## src/rtl/pse_pkg.sv

```systemverilog
// ----------------------------------------------------------------------------
// pse_pkg
// Types and codes shared by the postfix stack evaluator.
// ----------------------------------------------------------------------------
package pse_pkg;

    localparam logic [1:0] ACT_PUSH = 2'd0;
    localparam logic [1:0] ACT_OPER = 2'd1;
    localparam logic [1:0] ACT_END  = 2'd2;

    localparam logic [7:0] CH_ADD = 8'h2B;
    localparam logic [7:0] CH_SUB = 8'h2D;
    localparam logic [7:0] CH_MUL = 8'h2A;
    localparam logic [7:0] CH_DIV = 8'h2F;

    localparam logic [2:0] ST_OK    = 3'd0;
    localparam logic [2:0] ST_UNDER = 3'd1;
    localparam logic [2:0] ST_BADOP = 3'd2;
    localparam logic [2:0] ST_LEFT  = 3'd3;
    localparam logic [2:0] ST_FULL  = 3'd4;
    localparam logic [2:0] ST_DIV0  = 3'd5;

    typedef struct packed {
        logic [1:0]         action;
        logic signed [31:0] operand_value;
        logic [7:0]         token_char;
    } t_in;

    typedef struct packed {
        logic [2:0]         status;
        logic signed [31:0] result_value;
        logic               expression_done;
        logic [6:0]         stack_depth;
    } t_out;

    typedef enum logic [3:0] {
        S_IDLE,
        S_RD2,
        S_OPS,
        S_MUL,
        S_MUL2,
        S_DIV,
        S_FIN,
        S_WB,
        S_OUT
    } t_state;

endpackage

```

## src/rtl/pse_ram.sv

```systemverilog
// ----------------------------------------------------------------------------
// pse_ram
// Single-port-write, single-port-read RAM with registered read data.
// ----------------------------------------------------------------------------
module pse_ram #(
    parameter int WIDTH = 32,
    parameter int DEPTH = 64
) (
    input  logic                     i_clk,
    input  logic                     i_we,
    input  logic [$clog2(DEPTH)-1:0] i_waddr,
    input  logic [WIDTH-1:0]         i_wdata,
    input  logic [$clog2(DEPTH)-1:0] i_raddr,
    output logic [WIDTH-1:0]         o_rdata
);
    logic [WIDTH-1:0] r_mem [DEPTH];

    always_ff @(posedge i_clk) begin
        if (i_we) begin
            r_mem[i_waddr] <= i_wdata;
        end
        o_rdata <= r_mem[i_raddr];
    end
endmodule

```

## src/rtl/postfix_stack_evaluator.sv

```systemverilog
// ----------------------------------------------------------------------------
// postfix_stack_evaluator
// Token-by-token RPN evaluator on a RAM-backed stack of signed fixed-point
// values.
// ----------------------------------------------------------------------------
// One token is taken at a time and answered with exactly one result. A push
// passes through S_WB and S_OUT, an end token through S_FIN, S_WB and S_OUT,
// and an operator reads both operands in S_RD2 and S_OPS first. Multiply
// then forms four 16x16 partial products, each issued in S_MUL and collected
// in S_MUL2, to keep the multiplier small; divide runs 48 restoring steps at
// Q16.16 in the one-bit-per-cycle divider. The stack lives in one synchronous
// RAM with registered read data. The result sits in an output register: the
// next token is taken once it is gone. Errors and end tokens empty the stack
// by clearing the pointer alone.
module postfix_stack_evaluator #(
    parameter int STACK_DEPTH = 64,
    parameter int VALUE_BITS  = 32,
    parameter int FRAC_BITS   = 16
) (
    input  logic             i_clk,
    input  logic             i_rst_n,
    input  logic             i_valid,
    output logic             o_ready,
    input  pse_pkg::t_in     i_data,
    output logic             o_valid,
    input  logic             i_ready,
    output pse_pkg::t_out    o_data
);
    import pse_pkg::*;

    localparam int AW  = $clog2(STACK_DEPTH);
    localparam int PW  = $clog2(STACK_DEPTH + 1);
    localparam int VB  = VALUE_BITS;
    localparam int HB  = (VB + 1) / 2;        // half width for partial products
    localparam int PB  = 2 * VB;              // product width
    localparam int NB  = VB + FRAC_BITS;      // divide dividend width
    localparam int CW  = $clog2(NB + 1);

    localparam logic signed [VB-1:0] VMAX = {1'b0, {(VB-1){1'b1}}};
    localparam logic signed [VB-1:0] VMIN = {1'b1, {(VB-1){1'b0}}};

    // ---------------------------------------------------------------- state
    t_state               r_state, n_state;
    logic [PW-1:0]        r_sp, n_sp;
    t_in                  r_tok, n_tok;
    logic signed [VB-1:0] r_first, n_first;
    logic signed [VB-1:0] r_val, n_val;
    logic [2:0]           r_stat, n_stat;
    logic                 r_neg, n_neg;
    logic [VB-1:0]        r_ma, n_ma;       // magnitude of second
    logic [VB-1:0]        r_mb, n_mb;       // magnitude of first
    logic [PB+1:0]        r_acc, n_acc;     // product accumulator
    logic [1:0]           r_pp, n_pp;       // partial product index
    logic [NB-1:0]        r_quo, n_quo;     // dividend shifts out, quotient in
    logic [VB:0]          r_rem, n_rem;
    logic [CW-1:0]        r_cnt, n_cnt;
    logic                 r_ovalid, n_ovalid;
    t_out                 r_out, n_out;

    // ---------------------------------------------------------------- RAM
    logic          ram_we;
    logic [AW-1:0] ram_waddr, ram_raddr;
    logic [VB-1:0] ram_wdata, ram_rdata;

    pse_ram #(.WIDTH(VB), .DEPTH(STACK_DEPTH)) u_ram (
        .i_clk   (i_clk),
        .i_we    (ram_we),
        .i_waddr (ram_waddr),
        .i_wdata (ram_wdata),
        .i_raddr (ram_raddr),
        .o_rdata (ram_rdata)
    );

    // Saturate the 32-bit input operand to VALUE_BITS.
    function automatic logic signed [VB-1:0] sat_in(input logic signed [31:0] v);
        logic signed [64:0] w;
        w = 65'(v);
        if (w > 65'(VMAX)) return VMAX;
        if (w < 65'(VMIN)) return VMIN;
        return VB'(w);
    endfunction

    // Saturate a sign and magnitude to the value range.
    function automatic logic signed [VB-1:0] pack_mag(input logic neg,
                                                      input logic big,
                                                      input logic [VB-1:0] m);
        if (neg) begin
            if (big || m > {1'b1, {(VB-1){1'b0}}}) return VMIN;
            return VB'(-m);
        end
        if (big || m[VB-1]) return VMAX;
        return m;
    endfunction

    logic signed [VB:0]   sum_w;
    logic [HB-1:0]        pa, pb;
    logic [2*HB-1:0]      pprod;
    logic [VB:0]          rem_sh;
    logic [VB+1:0]        rem_try;
    logic [PB+1:0]        prod_sh;

    always_comb begin
        unique case (r_pp)
            2'd0: begin pa = HB'(r_ma);        pb = HB'(r_mb);        end
            2'd1: begin pa = HB'(r_ma);        pb = HB'(r_mb >> HB);  end
            2'd2: begin pa = HB'(r_ma >> HB);  pb = HB'(r_mb);        end
            default: begin pa = HB'(r_ma >> HB); pb = HB'(r_mb >> HB); end
        endcase
    end

    always_ff @(posedge i_clk) begin
        pprod <= pa * pb;
    end

    always_comb begin
        n_state  = r_state;
        n_sp     = r_sp;
        n_tok    = r_tok;
        n_first  = r_first;
        n_val    = r_val;
        n_stat   = r_stat;
        n_neg    = r_neg;
        n_ma     = r_ma;
        n_mb     = r_mb;
        n_acc    = r_acc;
        n_pp     = r_pp;
        n_quo    = r_quo;
        n_rem    = r_rem;
        n_cnt    = r_cnt;
        n_ovalid = r_ovalid;
        n_out    = r_out;
        ram_we    = 1'b0;
        ram_waddr = AW'(r_sp);
        ram_wdata = r_val;
        ram_raddr = AW'(r_sp - PW'(1));
        o_ready   = 1'b0;
        sum_w     = '0;
        rem_sh    = '0;
        rem_try   = '0;
        prod_sh   = '0;

        // drop the result once it is transferred
        if (r_ovalid && i_ready) begin
            n_ovalid = 1'b0;
        end

        unique case (r_state)
            S_IDLE: begin
                o_ready = !r_ovalid;
                n_tok   = i_data;
                n_stat  = ST_OK;
                n_val   = '0;
                // read top of stack (or stack[0] for end token)
                if (i_data.action == ACT_END) begin
                    ram_raddr = '0;
                end
                if (i_valid && o_ready) begin
                    unique case (i_data.action)
                        ACT_PUSH: begin
                            if (r_sp >= PW'(STACK_DEPTH)) begin
                                n_stat = ST_FULL;
                            end else begin
                                n_val = sat_in(i_data.operand_value);
                            end
                            n_state = S_WB;
                        end
                        ACT_OPER: begin
                            if (r_sp < PW'(2)) begin
                                n_stat  = ST_UNDER;
                                n_state = S_WB;
                            end else begin
                                n_state = S_RD2;
                            end
                        end
                        ACT_END: begin
                            if (r_sp == '0) n_stat = ST_UNDER;
                            else if (r_sp > PW'(1)) n_stat = ST_LEFT;
                            n_state = S_FIN;
                        end
                        default: n_state = S_WB;
                    endcase
                end
            end
            S_RD2: begin
                n_first   = ram_rdata;
                ram_raddr = AW'(r_sp - PW'(2));
                n_state   = S_OPS;
            end
            S_OPS: begin
                n_sp     = r_sp - PW'(2);
                n_neg    = ram_rdata[VB-1] ^ r_first[VB-1];
                n_ma     = ram_rdata[VB-1] ? VB'(-ram_rdata) : ram_rdata;
                n_mb     = r_first[VB-1] ? VB'(-r_first) : r_first;
                n_acc    = '0;
                n_pp     = '0;
                n_cnt    = '0;
                n_rem    = '0;
                n_quo    = NB'({(ram_rdata[VB-1] ? VB'(-ram_rdata) : ram_rdata),
                                 {FRAC_BITS{1'b0}}} );
                n_state  = S_WB;
                case (r_tok.token_char)
                    CH_ADD: begin
                        sum_w = (VB+1)'($signed(ram_rdata)) + (VB+1)'(r_first);
                        n_val = (sum_w > (VB+1)'(VMAX)) ? VMAX :
                                (sum_w < (VB+1)'(VMIN)) ? VMIN : VB'(sum_w);
                    end
                    CH_SUB: begin
                        sum_w = (VB+1)'($signed(ram_rdata)) - (VB+1)'(r_first);
                        n_val = (sum_w > (VB+1)'(VMAX)) ? VMAX :
                                (sum_w < (VB+1)'(VMIN)) ? VMIN : VB'(sum_w);
                    end
                    CH_MUL: n_state = S_MUL;
                    CH_DIV: begin
                        if (r_first == '0) n_stat = ST_DIV0;
                        else n_state = S_DIV;
                    end
                    default: n_stat = ST_BADOP;
                endcase
            end
            S_MUL: begin
                // partial product for r_pp is issued; collect next cycle
                n_state = S_MUL2;
            end
            S_MUL2: begin
                unique case (r_pp)
                    2'd0: prod_sh = (PB+2)'(pprod);
                    2'd1, 2'd2: prod_sh = (PB+2)'(pprod) << HB;
                    default: prod_sh = (PB+2)'(pprod) << (2 * HB);
                endcase
                n_acc = r_acc + prod_sh;
                if (r_pp == 2'd3) begin
                    n_val   = pack_mag(r_neg,
                                       |(n_acc >> (FRAC_BITS + VB)),
                                       VB'(n_acc >> FRAC_BITS));
                    n_state = S_WB;
                end else begin
                    n_pp    = r_pp + 2'd1;
                    n_state = S_MUL;
                end
            end
            S_DIV: begin
                // one restoring step per cycle, dividend MSB first
                rem_sh  = {r_rem[VB-1:0], r_quo[NB-1]};
                rem_try = (VB+2)'(rem_sh) - (VB+2)'(r_mb);
                if (!rem_try[VB+1]) begin
                    n_rem = rem_try[VB:0];
                    n_quo = {r_quo[NB-2:0], 1'b1};
                end else begin
                    n_rem = rem_sh;
                    n_quo = {r_quo[NB-2:0], 1'b0};
                end
                n_cnt = r_cnt + CW'(1);
                if (r_cnt == CW'(NB - 1)) begin
                    n_state = S_FIN;
                end
            end
            S_FIN: begin
                if (r_tok.action == ACT_END) begin
                    if (r_stat == ST_OK) n_val = ram_rdata;
                end else begin
                    n_val = pack_mag(r_neg, |(r_quo >> VB), VB'(r_quo));
                end
                n_state = S_WB;
            end
            S_WB: begin
                ram_waddr = AW'(r_sp);
                ram_wdata = r_val;
                if (r_stat != ST_OK) begin
                    n_sp = '0;
                end else if (r_tok.action == ACT_END) begin
                    n_sp = '0;
                end else if (r_tok.action == ACT_PUSH ||
                             r_tok.action == ACT_OPER) begin
                    ram_we = 1'b1;
                    n_sp   = r_sp + PW'(1);
                end
                n_state = S_OUT;
            end
            S_OUT: begin
                n_out.status          = r_stat;
                n_out.result_value    = (r_stat != ST_OK) ? 32'sd0 : 32'(r_val);
                n_out.expression_done = (r_tok.action == ACT_END);
                n_out.stack_depth     = 7'(r_sp);
                n_ovalid = 1'b1;
                n_state  = S_IDLE;
            end
            default: n_state = S_IDLE;
        endcase
    end

    always_ff @(posedge i_clk) begin
        if (!i_rst_n) begin
            r_state  <= S_IDLE;
            r_sp     <= '0;
            r_ovalid <= 1'b0;
        end else begin
            r_state  <= n_state;
            r_sp     <= n_sp;
            r_ovalid <= n_ovalid;
        end
        r_tok    <= n_tok;
        r_first  <= n_first;
        r_val    <= n_val;
        r_stat   <= n_stat;
        r_neg    <= n_neg;
        r_ma     <= n_ma;
        r_mb     <= n_mb;
        r_acc    <= n_acc;
        r_pp     <= n_pp;
        r_quo    <= n_quo;
        r_rem    <= n_rem;
        r_cnt    <= n_cnt;
        r_out    <= n_out;
    end

    assign o_valid = r_ovalid;
    assign o_data  = r_out;

endmodule
```

## config.mk

```make
export PLATFORM = sky130hd
export DESIGN_NAME = postfix_stack_evaluator
export DESIGN_NICKNAME = d
export VERILOG_FILES = /design/src/rtl/pse_pkg.sv /design/src/rtl/pse_ram.sv /design/src/rtl/postfix_stack_evaluator.sv
export SDC_FILE = /design/constraint.sdc
export NUM_CORES = 2
export LEC_CHECK = 0
export BUFFER_PORTS_ARGS = -buffer_cell sky130_fd_sc_hd__buf_2
export CAP_MARGIN = 5
export CORE_UTILIZATION = 64
export DETAILED_ROUTE_END_ITERATION = 16
export GPL_TIMING_DRIVEN = 0
export PLACE_DENSITY_LB_ADDON = 0.1
export SETUP_SLACK_MARGIN = 0.1
export SKIP_CTS_REPAIR_TIMING = 1
export SYNTH_ARGS = -nofsm -noshare
export SYNTH_HDL_FRONTEND = slang
export SYNTH_SLANG_ARGS = --single-unit
```

## constraint.sdc

```tcl
create_clock -name i_clk -period 11.45 [get_ports i_clk]
set_input_delay 1.7175 -clock i_clk [delete_from_list [all_inputs] [get_ports i_clk]]
set_output_delay 1.7175 -clock i_clk [all_outputs]
set_load 0.02 [all_outputs]
```

==> metrics.cfg <==
[routing]
viasPerCell = 6.728
wl_mm = 411.7
dr.pass1.iters = 9
num_vias = 91410
avgRoutedWirePerCell_um = 30.30
ant_nets = 0
drtIter0Drc = 14590
drc = 0

[setup_path]
slowest_stage = mux2i_1
cp_max_fo = 10
crit_path_end_kind = flip-flop
crit_top_cell = fa_1
arrival_ns = 11.36
startpoint_type = flip-flop
cp.required_ns = 12.26
r2r_cells = 32
criticalPathCategory = flip-flop to flip-flop
cpPeakStageDelay_ns = 1.08

[cells_and_area]
fillers = 12100
drive_above_1_share_pct = 7.165
syn_to_final_growth_pct = 13.81
final_nets = 11430

[synthesis]
netlist_area_um2 = 118200
synth_nets = 10920
synth_xor_area_share_pct = 1.777
synth_compound_gate_area_share_pct = 9.544
syn_inst = 10390
yosysWarnings = 0
ys.flop_type = edfxtp_1
synth-edff-count = 2387
synth_top_family_by_area = simple AND/OR/NAND/NOR gates
muxShareOfSynthArea_pct = 0.4309
synthSimpleGateAreaFrac_pct = 16.73
synth_fa_ha_area_share_pct = 6.371
avgSynthCellArea_um2 = 11.37
synth-seq-cells = 2463
ys_types = 98
ys_seq_area_share_pct = 61.93
synth-async-reset-ratio_pct = 0

[outcome]
violations = capacitance limit, slew limit
outcome = finished with violations

[timing]
rsz0062_at_grt = no
fin_crit_ns = 10.55
setup_viol = 0
tns_ns = 0
slew_violations = 11
tightest_slew_ns = 1.619
hold_violations = 0
max_clock_freq_mhz = 94.83
period_share_pct = 92.10
max_slew_margin_pct = -8.609
setup_slack_ns = 0.9046
worst_clock_skew_ns = 0.09392

[floorplanning]
initial_core_util_pct = 64.49
die_y_um = 431.7
core_area_um2 = 183300
pin_count = 91
dieArea_um2 = 186400
row_count = 157
dieWidth_um = 431.7

[clocking]
cts_tree = done
cts_buffers = 232
root_buffer = clkbuf_16
cts_num_sinks = 2463
clk_pin_slew_ns = 0.07
clockBufferDepth = 3
insertion_delay_ns = 0.93
htree_num_levels = 4

[global_route]
grt_usage_pct = 43.79
grt_pass1_vias = 86250
grt_pass1_wl_mm = 583.8
grt_antenna_before_repair = 19
grt-ovfl-total = 0
grt_max_degree = 66

[place]
dpl.hpwl_mm = 303.3
globalplace.congestion = 1.108
portBuffers = 90
dp_slack_ns = 1.164

[hold_path]
hold_depth = 0
hp-class = flip-flop to flip-flop

[run]
drv_cap = 11

## logic make-up after synthesis
| group | after synthesis |
|---|---|
| buffers and inverters | 1007 |
| adders and majority gates | 483 |
| xor gates and xnor gates | 239 |
| DFF | 2463 |
| and+or+nand+nor | 4532 |
| AOI/OAI and AO/OA | 1619 |
| muxes | 48 |
## metal layers
metal / track usage, % / vias to the layer above / share of wire, % / wire length, um
met5: 0 / - / 0.024 / 98
met4: 32.53 / 12 / 9.1 / 37310
met3: 13.23 / 1543 / 13 / 53980
met2: 65.42 / 6834 / 44 / 180700
met1: 54.10 / 44250 / 34 / 139600
li1: - / 38770 / - / -
## registers in the layout, summed over array words and instances, names as in the netlist
name and flops:
r_tok 10, r_ma 32, o_data 43, r_mb 32
u_ram.r_mem 2048, r_stat 3, r_rem 32, r_neg 1
r_cnt 6, pprod 32, r_first 32, r_val 32
u_ram.o_rdata 32, r_state 4, o_valid 1, r_sp 7
r_acc 66, r_pp 2, r_quo 48
## cells in the mapped netlist, types with 16 or more instances
library cell | n | area [um^2]
o21a_1 | 24 | 180.2
o21bai_1 | 44 | 330.3
a21oi_1 | 366 | 1832
dfxtp_1 | 76 | 1521
a21boi_0 | 18 | 135.1
o221ai_1 | 18 | 157.7
a22o_1 | 21 | 183.9
xor2_1 | 52 | 455.4
edfxtp_1 | 2387 | 71680
o22ai_1 | 36 | 225.2
nand2b_1 | 45 | 281.5
inv_1 | 374 | 1404
a31oi_1 | 173 | 1082
nor3_1 | 98 | 490.5
nor4_1 | 27 | 168.9
clkbuf_1 | 572 | 2147
ha_1 | 285 | 3566
mux2i_1 | 25 | 250.2
nand3_1 | 853 | 4269
buf_1 | 46 | 172.7
nor2b_1 | 23 | 143.9
fa_1 | 198 | 3964
nor2_1 | 557 | 2091
and3_1 | 238 | 1489
nand2_1 | 2458 | 9226
or3_1 | 31 | 193.9
a211oi_1 | 106 | 795.8
o31ai_1 | 31 | 232.7
o21ai_0 | 170 | 850.8
xnor2_1 | 186 | 1629
and2_1 | 94 | 588.1
mux2_2 | 23 | 259.0
nand4_1 | 37 | 231.5
or2_2 | 16 | 100.1
a21o_1 | 86 | 645.6
a311oi_1 | 334 | 2925
## cell usage in the layout, fill, tap and decap left out, types with 46 or more instances in the layout
| cell | count |
|---|---|
| nand3_1 | 853 |
| o21ai_0 | 170 |
| fa_1 | 198 |
| xnor2_1 | 186 |
| ha_1 | 285 |
| and2_1 | 94 |
| xor2_1 | 52 |
| edfxtp_1 | 2387 |
| a21oi_1 | 366 |
| buf_2 | 101 |
| a31oi_1 | 169 |
| and3_1 | 238 |
| a21o_1 | 86 |
| clkbuf_16 | 234 |
| nor3_1 | 97 |
| nand2_1 | 2456 |
| clkbuf_1 | 603 |
| buf_1 | 46 |
| nor2_1 | 492 |
| dfxtp_1 | 76 |
| buf_16 | 96 |
| clkinv_1 | 63 |
| a211oi_1 | 106 |
| nor2_4 | 64 |
| inv_1 | 374 |
| a311oi_1 | 333 |
| buf_12 | 72 |
## critical path, delay by kind of cell, from the launching register on
family	cells	cell delay, ns
adders and majority gates	8	3.69
DFF	1	0.49
muxes	1	1.08
xor gates and xnor gates	1	0.13
buffers and inverters	8	1.64
and+or+nand+nor	2	0.51
AOI/OAI and AO/OA	12	2.95
## path summary, 6_finish.rpt
kind / from / endpoint / slack [ns]
max: r_pp[0] / pprod[31] / 0.90
min: r_stat[0] / o_data[40] / 0.49
min reg2reg: r_stat[0] / o_data[40] / 0.49
max reg2reg: r_pp[0] / pprod[31] / 0.90
## metrics by stage
stage	instance area [um^2]	util [%]	hold WS (ns)	std cells
floorplan	118200	-	0.4274	10390
global placement	121700	66.42	0.4457	12950
detailed placement	126500	69.02	0.4860	13130
CTS	134400	73.31	0.5002	13570
global route	134500	73.38	0.5194	13580
finish	134500	73.39	0.4937	13590
## area by class of cell
cell class | instances | area (um^2) | area share, %
Antenna cell | 13 | 32.53 | 0.02418
Buffer | 629 | 2386 | 1.774
Clock buffer | 274 | 6046 | 4.495
Clock inverter | 169 | 1813 | 1.348
Inverter | 378 | 1419 | 1.055
Multi-Input combinational cell | 6921 | 41790 | 31.07
Sequential cell | 2463 | 73200 | 54.42
Tap cell | 2464 | 3083 | 2.292
Timing Repair Buffer | 276 | 4742 | 3.525
Power is left out: the tool's default activity adds up to more than one toggle a clock period on the data nets, which glitch-free logic cannot reach.
